[config.mk]
export PLATFORM = sky130hd
export DESIGN_NAME = permutation_table_engine
export DESIGN_NICKNAME = d
export VERILOG_FILES = /design/src/rtl/permt_pkg.sv /design/src/rtl/permutation_table_engine.sv
export SDC_FILE = /design/constraint.sdc
export NUM_CORES = 2
export LEC_CHECK = 0
export BUFFER_PORTS_ARGS = -buffer_cell sky130_fd_sc_hd__buf_2
export CELL_PAD_IN_SITES_DETAIL_PLACEMENT = 0
export CELL_PAD_IN_SITES_GLOBAL_PLACEMENT = 2
export CORE_MARGIN = 5
export CORE_UTILIZATION = 35
export DETAILED_ROUTE_END_ITERATION = 8
export PLACE_DENSITY_LB_ADDON = 0.1
export REMOVE_ABC_BUFFERS = 1
export SLEW_MARGIN = 20
export SYNTH_ARGS = -nofsm -noshare
export SYNTH_HDL_FRONTEND = slang
export SYNTH_SLANG_ARGS = --single-unit
[constraint.sdc]
create_clock -name clk -period 5.55 [get_ports clk]
set_input_delay 1.11 -clock clk [delete_from_list [all_inputs] [get_ports clk]]
set_output_delay 1.11 -clock clk [all_outputs]
set_load 0.02 [all_outputs]
[src/rtl/permt_pkg.sv]
`timescale 1ns / 1ps
package permt_pkg;

  // Request field widths
  localparam int OP_W  = 3;
  localparam int NUM_W = 8;
  localparam int VAL_W = 7;
  localparam int RND_W = 31;
  localparam int CNT_W = $clog2(RND_W);

  typedef enum logic [OP_W-1:0] {
    OP_START   = 3'd0,
    OP_SHUFFLE = 3'd1,
    OP_APPEND  = 3'd2,
    OP_LOOKUP  = 3'd3,
    OP_SHORTEN = 3'd4
  } op_t;

  typedef enum logic [3:0] {
    ST_IDLE,
    ST_FILL,
    ST_DIV,
    ST_RD_I,
    ST_RD_J,
    ST_WR_I,
    ST_WR_J,
    ST_LOOK,
    ST_SHORT,
    ST_DONE
  } state_t;

endpackage

[src/rtl/permutation_table_engine.sv]
`timescale 1ns / 1ps
// Channel   Handshake            Payload
// request   in_valid / in_stall  op, number, entry_value, random_word
// result    out_valid/ out_stall read_value, length, shuffle_done, error
//
// One request is worked at a time; the next is taken once the previous result
// sits in the output register, even while that result is still stalled.
// Start fills entry k with k; shuffle reduces random_word modulo the remaining length
// bit by bit, then swaps by reading i, reading j, writing i and writing j.
// Reset (rst, synchronous) empties the table and rewinds the shuffle position;
// table entries are not cleared. A stalled result blocks only the completion.
module permutation_table_engine #(
  parameter int MAX_ENTRIES = 128
) (
  input  logic                        clk,
  input  logic                        rst,
  input  logic                        in_valid,
  output logic                        in_stall,
  input  logic [permt_pkg::OP_W-1:0]  op,
  input  logic [permt_pkg::NUM_W-1:0] number,
  input  logic [permt_pkg::VAL_W-1:0] entry_value,
  input  logic [permt_pkg::RND_W-1:0] random_word,
  output logic                        out_valid,
  input  logic                        out_stall,
  output logic [7:0]                  read_value,
  output logic [7:0]                  length,
  output logic                        shuffle_done,
  output logic                        error
);

  localparam int IDX_W = $clog2(MAX_ENTRIES);
  localparam int LEN_W = $clog2(MAX_ENTRIES + 1);

  // Table storage: one write port, one registered read port
  logic [permt_pkg::VAL_W-1:0] entries [MAX_ENTRIES];
  logic                        mem_we;
  logic [IDX_W-1:0]            mem_wa;
  logic [permt_pkg::VAL_W-1:0] mem_wd;
  logic [IDX_W-1:0]            mem_ra;
  logic [permt_pkg::VAL_W-1:0] rd_data;

  // Control state
  permt_pkg::state_t state, state_next;
  logic [LEN_W-1:0]  table_length, table_length_next;
  logic [LEN_W-1:0]  shuffle_position, shuffle_position_next;
  logic              out_valid_next;

  // Working registers of the current request
  logic [permt_pkg::NUM_W-1:0] num_reg;
  logic [permt_pkg::RND_W-1:0] rnd_reg;
  logic [LEN_W-1:0]            div_reg;
  logic [LEN_W-1:0]            rem;
  logic [permt_pkg::CNT_W-1:0] bit_cnt;
  logic [IDX_W-1:0]            swap_j;
  logic [permt_pkg::VAL_W-1:0] tmp;
  logic [LEN_W-1:0]            walk;
  logic [LEN_W-1:0]            wr_cnt;
  logic                        pend;
  logic [7:0]                  res_read;
  logic                        res_err;

  logic                        in_acc;
  logic                        slot_free;
  logic                        pos_at_end;
  logic                        tbl_full;
  logic [LEN_W-1:0]            start_len;
  logic [LEN_W:0]              div_shift;
  logic [LEN_W:0]              div_sub;
  logic                        div_ge;
  logic [LEN_W-1:0]            j_sum;
  logic                        walk_issue;
  logic                        keep_entry;

  assign in_acc     = in_valid && !in_stall;
  assign slot_free  = !out_valid || !out_stall;
  assign pos_at_end = shuffle_position >= table_length;
  assign tbl_full   = table_length >= LEN_W'(MAX_ENTRIES);
  assign start_len  = (number > 8'(MAX_ENTRIES)) ? LEN_W'(MAX_ENTRIES) : LEN_W'(number);

  // One restoring step of the modulo: shift in the next random bit, subtract
  assign div_shift  = {rem, rnd_reg[permt_pkg::RND_W-1]};
  assign div_sub    = div_shift - {1'b0, div_reg};
  assign div_ge     = div_shift >= {1'b0, div_reg};
  assign j_sum      = shuffle_position + rem;

  assign walk_issue = walk < table_length;
  assign keep_entry = 8'(rd_data) < num_reg;

  always_ff @(posedge clk) begin
    if (mem_we) begin
      entries[mem_wa] <= mem_wd;
    end
    rd_data <= entries[mem_ra];
  end

  always_ff @(posedge clk) begin
    if (rst) begin
      state            <= permt_pkg::ST_IDLE;
      table_length     <= '0;
      shuffle_position <= '0;
      out_valid        <= 1'b0;
    end else begin
      state            <= state_next;
      table_length     <= table_length_next;
      shuffle_position <= shuffle_position_next;
      out_valid        <= out_valid_next;
    end
  end

  always_comb begin
    state_next            = state;
    table_length_next     = table_length;
    shuffle_position_next = shuffle_position;
    mem_we                = 1'b0;
    mem_wa                = '0;
    mem_wd                = '0;
    mem_ra                = '0;
    in_stall              = (state != permt_pkg::ST_IDLE);
    out_valid_next        = out_valid && out_stall;

    unique case (state)
      permt_pkg::ST_IDLE: begin
        // Read speculatively for a lookup
        mem_ra = number[IDX_W-1:0];
        if (in_acc) begin
          state_next = permt_pkg::ST_DONE;
          unique case (op)
            permt_pkg::OP_START: begin
              table_length_next     = start_len;
              shuffle_position_next = '0;
              if (start_len != '0) begin
                state_next = permt_pkg::ST_FILL;
              end
            end
            permt_pkg::OP_SHUFFLE: begin
              if (!pos_at_end) begin
                state_next = permt_pkg::ST_DIV;
              end
            end
            permt_pkg::OP_APPEND: begin
              if (!tbl_full) begin
                mem_we            = 1'b1;
                mem_wa            = table_length[IDX_W-1:0];
                mem_wd            = entry_value;
                table_length_next = table_length + LEN_W'(1);
              end
            end
            permt_pkg::OP_LOOKUP: begin
              if (number < 8'(table_length)) begin
                state_next = permt_pkg::ST_LOOK;
              end
            end
            permt_pkg::OP_SHORTEN: begin
              if (8'(table_length) > number) begin
                state_next = permt_pkg::ST_SHORT;
              end
            end
            default: begin
              state_next = permt_pkg::ST_DONE;
            end
          endcase
        end
      end
      permt_pkg::ST_FILL: begin
        mem_we = 1'b1;
        mem_wa = walk[IDX_W-1:0];
        mem_wd = permt_pkg::VAL_W'(walk);
        if ((walk + LEN_W'(1)) == table_length) begin
          state_next = permt_pkg::ST_DONE;
        end
      end
      permt_pkg::ST_DIV: begin
        if (bit_cnt == '0) begin
          state_next = permt_pkg::ST_RD_I;
        end
      end
      permt_pkg::ST_RD_I: begin
        mem_ra     = shuffle_position[IDX_W-1:0];
        state_next = permt_pkg::ST_RD_J;
      end
      permt_pkg::ST_RD_J: begin
        mem_ra     = swap_j;
        state_next = permt_pkg::ST_WR_I;
      end
      permt_pkg::ST_WR_I: begin
        mem_we     = 1'b1;
        mem_wa     = shuffle_position[IDX_W-1:0];
        mem_wd     = rd_data;
        state_next = permt_pkg::ST_WR_J;
      end
      permt_pkg::ST_WR_J: begin
        mem_we                = 1'b1;
        mem_wa                = swap_j;
        mem_wd                = tmp;
        shuffle_position_next = shuffle_position + LEN_W'(1);
        state_next            = permt_pkg::ST_DONE;
      end
      permt_pkg::ST_LOOK: begin
        state_next = permt_pkg::ST_DONE;
      end
      permt_pkg::ST_SHORT: begin
        // Reads run one entry ahead of the compacting writes
        mem_ra = walk[IDX_W-1:0];
        if (pend && keep_entry) begin
          mem_we = 1'b1;
          mem_wa = wr_cnt[IDX_W-1:0];
          mem_wd = rd_data;
        end
        if (!walk_issue && !pend) begin
          table_length_next = wr_cnt;
          state_next        = permt_pkg::ST_DONE;
        end
      end
      permt_pkg::ST_DONE: begin
        if (slot_free) begin
          out_valid_next = 1'b1;
          state_next     = permt_pkg::ST_IDLE;
        end
      end
      default: begin
        state_next = permt_pkg::ST_IDLE;
      end
    endcase
  end

  always_ff @(posedge clk) begin
    case (state)
      permt_pkg::ST_IDLE: begin
        num_reg  <= number;
        rnd_reg  <= random_word;
        div_reg  <= table_length - shuffle_position;
        rem      <= '0;
        bit_cnt  <= permt_pkg::CNT_W'(permt_pkg::RND_W - 1);
        walk     <= '0;
        wr_cnt   <= '0;
        pend     <= 1'b0;
        res_read <= (op == permt_pkg::OP_LOOKUP && number >= 8'(table_length)) ? number : 8'd0;
        res_err  <= (op == permt_pkg::OP_SHUFFLE && pos_at_end) ||
                    (op == permt_pkg::OP_APPEND && tbl_full);
      end
      permt_pkg::ST_FILL: begin
        walk <= walk + LEN_W'(1);
      end
      permt_pkg::ST_DIV: begin
        rem     <= div_ge ? div_sub[LEN_W-1:0] : div_shift[LEN_W-1:0];
        rnd_reg <= rnd_reg << 1;
        bit_cnt <= bit_cnt - permt_pkg::CNT_W'(1);
      end
      permt_pkg::ST_RD_I: begin
        swap_j <= j_sum[IDX_W-1:0];
      end
      permt_pkg::ST_RD_J: begin
        tmp <= rd_data;
      end
      permt_pkg::ST_LOOK: begin
        res_read <= 8'(rd_data);
      end
      permt_pkg::ST_SHORT: begin
        pend <= walk_issue;
        if (walk_issue) begin
          walk <= walk + LEN_W'(1);
        end
        if (pend && keep_entry) begin
          wr_cnt <= wr_cnt + LEN_W'(1);
        end
      end
      default: begin
      end
    endcase
  end

  // Result register: load on completion, hold while stalled
  always_ff @(posedge clk) begin
    if (state == permt_pkg::ST_DONE && slot_free) begin
      read_value   <= res_read;
      length       <= 8'(table_length);
      shuffle_done <= pos_at_end;
      error        <= res_err;
    end
  end

endmodule

======== After elaboration in Yosys (flattened, before gate mapping) ========
Memory sizes are Yosys's and may differ from the RTL's. A register that Yosys moved wholly into a read port is not among the register bits.
Index checks and enable logic that the tools add are counted.
operators by class
  equality and inequality tests ........... 24
  $add $sub $neg .......................... 8
  $lt $le $gt $ge ......................... 9
  multiplexer cells ....................... 51
  reductions and logical operators ........ 32
operator list
  cell                   count
  $pmux W8 S2            6
  $mux W8                10
  $pmux W7 S5            2
  $pmux W31 S2           1
  $mux W7                8
  $pmux W4 S9            1
  $add A8 B1 Y8 const B  4
  $mux W4                8
  $pmux W7 S4            1
  $pmux W8 S3            1
  $eq A4 B3 Y1 const B   4
  $ge A8 B8 Y1           2
  $lt A8 B8 Y1           2
  $pmux W4 S4            1
  $sub A8 B8 Y8          2
  $ne A2 B2 Y1 const B   7
  $pmux W5 S2            1
  $reduce_and A5 Y1      2
  $ge A9 B8 Y1           1
  $mux W1                9
  $eq A4 B2 Y1 const B   2
  $eq A4 B4 Y1 const B   2
  $eq A8 B8 Y1           1
  $ge A8 B8 Y1 const B   1
  other kinds (28)       45
word-level totals
  memory bits (writable) .................. 896
  register bits after elaboration ......... 139
  output and inout bits ................... 20
  memories kept ........................... 1
memories
  memory   depth  bits a word  read ports  clocked after Yosys merged registers in  write ports  RTL line                        source
  entries  128    7            1           1                                        1            permutation_table_engine.sv:35  logic [permt_pkg::VAL_W-1:0] entries [MAX_ENTRIES];

======== Logic depth before layout (Yosys ltp) ========
  word-level depth ........................ 7
  gate-level depth with buffers ........... 14

======== Worst setup path before layout ========
OpenSTA, ideal clock, no wires.
  path kind ............................... input -> register
  start point ............................. in op[1] (netlist bit)
  end point ............................... mem entries[0][3] (netlist bit) (data pin)
  stages on the path ...................... 7
  slack ................................... 1061 ps
  path buffers ............................ 4
  data required time ...................... 5018 ps
  arrival time ............................ 3957 ps
  path through ............................ clkbuf_1 and2_1 clkbuf_1 and4_1 buf_2 buf_2 a221o_1
on the way
  cells in the longest elaborated chain, start to end .. 4
ends and longest elaborated chain
  element               RTL line                         source
  start: declaration    permutation_table_engine.sv:19   input logic [permt_pkg::OP_W-1:0] op,
  $eq A3 B2 Y1          permutation_table_engine.sv:127  unique case (op)
  $mux W7               permutation_table_engine.sv:127
  $mux W7               permutation_table_engine.sv:125  if (in_acc) begin
  $pmux W7 S5           permutation_table_engine.sv:121  unique case (state)
  via mem_wd (one bit)  permutation_table_engine.sv:38   logic [permt_pkg::VAL_W-1:0] mem_wd;
  end: declaration      permutation_table_engine.sv:35
The timed path passes the listed nets, and every way through them passes these cells.

======== Worst setup path in the final report ========
  start point ............................. reg state[0]
  end point ............................... mem entries[24][6] (netlist bit) (enable)
on the way
  cells in the longest elaborated chain, start to end .. 7
ends and longest elaborated chain
  element                        RTL line                         source
  start: declaration             permutation_table_engine.sv:43   permt_pkg::state_t state, state_next;
  start signal: assignment       permutation_table_engine.sv:98   state <= permt_pkg::ST_IDLE;
  start signal: assignment       permutation_table_engine.sv:103  state <= state_next;
  $reduce_bool A4 Y1             permutation_table_engine.sv:118  in_stall = (state != permt_pkg::ST_IDLE);
  $logic_not A1 Y1               permutation_table_engine.sv:74   assign in_acc = in_valid && !in_stall;
  $logic_and A1 B1 Y1            permutation_table_engine.sv:74
  $mux W1                        permutation_table_engine.sv:125
  $pmux W1 S3                    permutation_table_engine.sv:121
  $mux W1                        permutation_table_engine.sv:90   if (mem_we) begin
  $mux W1 (not written as such)  permutation_table_engine.sv:91   entries[mem_wa] <= mem_wd;
Parallel ways exist; a longest one is shown, timed or not.

==> metrics.csv <==
stage,metric,value,unit
synth,synth-warning-count,0,
setup_path,critPathCaptureType,flop,
global_routing,grt_overflow_total,0,
detailed_routing,drt_iter0_markers,2440,
synth,async_flop_share,0,%
floorplanning,rows,130,
synth,syn_area_per_cell,13.18,µm²
detailed_routing,wl,140.0,mm
synth,ys_types,80,
timing,clock.fmax,217.2,MHz
global_routing,use_met2,33.27,%
detailed_routing,drc,0,
timing,fin_crit,4.604,ns
placement,portBuffers,72,
cts,cts_buffers,116,
cts,postCtsResizedCells,0,
timing,period_share,82.95,%
global_routing,grt_pass1_wl,203.3,mm
synth,synth_edf_count,1014,
floorplanning,coreArea,125600,µm²
timing,worst_slack,0.9461,ns
setup_path,crit_path_max_fanout,19,
detailed_routing,vias,28516,
global_routing,grt_util_all_layers,20.84,%
placement,place_inst,5027,
setup_path,worstPathArrival,5.05,ns
cts,cts_max_level,3,
global_routing,use_met1,30.08,%
layout,final_cell_mix,"1014 x edfxtp_1, 727 x nand2_1, 219 x nand3_1",
synth,syn_area,44200,µm²
min_path,hold_class,reg -> reg,
timing,rsz0062_at_grt,false,
cts,postCtsSetupRepairBufs,0,
power,irDropWorstVdd,0.0002810,V
floorplanning,start_util,35.20,%
layout,drive_gt1_share,13.16,%
layout,antenna_cells,0,
placement,hpwl,89.17,mm
cts,cts_root_buf,clkbuf_16,
detailed_routing,viasPerCell,5.437,
setup_path,cp_data_required_time,5.99,ns
synth,postSynthRegisterBits,1042,
min_path,worstHoldPathCells,0,
layout,largest_reg_flops,896,
cts,insertion_delay,0.75,ns
placement,place_ws,0.5864,ns
power,p_total,26120,µW
setup_path,worst-setup-path-type,reg -> reg,
cts,clk_pin_slew,0.07,ns
synth,ys.flop_type,edfxtp_1,
timing,finalSetupViolCount,0,
global_routing,met3_usage,2.638,%
floorplanning,die_w,365.4,µm
detailed_routing,drtPass1Iterations,5,
floorplanning,die_h,365.4,µm
layout,instances_no_fill,5245,
placement,place_congestion,0.8366,
cts,ctsLongestPathBuffers,3,
cts,cts_tree,done,
cts,postCtsHoldBufs,0,
floorplanning,die_area,133500,µm²
power,power_density,511.5,nW/µm²
status,status,"complete, no violations",
synth,syn_inst,3355,
global_routing,antenna_found_initial,2,
global_routing,grt_max_degree,117,
cts,cts.sink_count,1042,
timing,worstMarginPinSlew,1.223,ns
power,p_leak,0.01765,µW
floorplanning,boundaryPins,73,
timing,hold_violations,0,
layout,synthToLayoutAreaGrowth,15.51,%
job,maxCapViolations,0,
detailed_routing,wire_per_inst,26.69,µm
global_routing,grt_pass1_vias,28543,
detailed_routing,postRouteAntennaNets,0,
layout,finalNetCount,3601,
layout,final_common_cell,edfxtp_1,
timing,setup_tns,0,ns
timing,fin_worst_skew,0.04764,ns
synth,yosysSeqAreaShare,70.15,%
global_routing,top_usage_layer,met2,
setup_path,rr_worst_depth,10,
timing,slew_violations,0,
setup_path,startpoint_type,flop,
timing,relSlewSlack,18.16,%
-- layout make-up --
class                   count  area (µm²)
clock inverters            81       932.1
repair buffers            216        1704
well taps                1650        2064
multi-input cells        2071       12190
clock buffers             137        2982
flip-flops and latches   1042       31010
inverters                  48       180.2
fillers                 11712       74510
-- synth_stat cells, types with 5 or more instances --
cell type	instances	share of area (%)
and3_1	23	0.33
nor3_1	23	0.26
a32oi_1	67	1.3
dfxtp_1	28	1.3
nand3_1	220	2.5
inv_1	47	0.40
nand4_1	20	0.28
buf_1	9	0.076
nand4_2	11	0.31
a22oi_1	34	0.58
clkbuf_1	85	0.72
a22o_1	13	0.26
o21ai_1	8	0.091
buf_4	18	0.31
and2_1	9	0.13
a221oi_1	8	0.16
o21bai_1	5	0.085
a311oi_1	15	0.30
ha_1	50	1.4
nor2_1	210	1.8
o2111ai_1	7	0.14
a21o_1	9	0.15
edfxtp_1	1014	69
mux2i_1	84	1.9
buf_2	71	0.80
nand3b_1	11	0.19
xnor2_1	31	0.61
o21ai_0	35	0.40
xor2_1	16	0.32
a21boi_0	5	0.085
or2_2	6	0.085
nor2b_1	48	0.68
a221o_1	15	0.34
a222oi_1	8	0.18
a211oi_1	54	0.92
mux4_2	20	1.0
nand2_1	730	6.2
a31oi_1	63	0.89
nor4_1	5	0.071
o21a_1	9	0.15
o22ai_1	15	0.21
a21oi_1	99	1.1
nand2b_1	12	0.17
nor3b_1	7	0.12
buf_6	11	0.28
-- stage by stage --
| stage | hold slack [ns] | util, % | instance area [µm²] |
|---|---|---|---|
| finish | 0.4122 | 40.66 | 51060 |
| global route | 0.4157 | 40.66 | 51060 |
| CTS | 0.4080 | 40.66 | 51060 |
| detailed placement | 0.4065 | 37.55 | 47150 |
| global placement | 0.4023 | 37.54 | 47140 |
| floorplan | 0.4003 | - | 43240 |
-- metal layers --
| metal | wire length, µm | vias up | share of wire, % |
|---|---|---|---|
| met2 | 64540 | 826 | 46 |
| met4 | 3555 | 0 | 2.5 |
| li1 | - | 12877 | - |
| met5 | 0 | - | 0 |
| met1 | 65150 | 14621 | 47 |
| met3 | 6764 | 192 | 4.8 |
-- final timing paths --
kind | from | endpoint | slack [ns]
setup / recovery | state[0] | entries[24][6] | 0.95
hold / removal | res_err | error | 0.41
setup reg to reg | state[0] | entries[24][6] | 0.95
hold reg to reg | res_err | error | 0.41
-- critical path, cell delays in order (launching register included) --
cell	delay (ns)
dfxtp_1	0.32
nor2_2	0.38
nand2_2	0.27
inv_2	0.47
and4_1	0.84
a221o_1	0.27
a31oi_1	0.08
o21ai_2	0.26
nand4_2	0.56
nor3_1	0.57
buf_4	0.27
-- power breakdown --
group          internal (µW)  total, µW  leakage (µW)  switching, µW
clock                   4680       7890       0.00189           3210
combinational           2350       8140       0.00608           5790
sequential              9710      10100       0.00967            375
total                  16700      26100        0.0176           9380
-- cell families after synthesis --
kind of cell | Yosys count | share of synthesized area [%]
buf+inv | 242 | 2.596
flops | 1042 | 70.15
fa+ha+maj | 53 | 1.551
simple gates | 1350 | 13.41
compound gates | 514 | 8.350
xor+xnor | 47 | 0.9312
mux | 107 | 3.015
(Power assumes the default switching activity.)
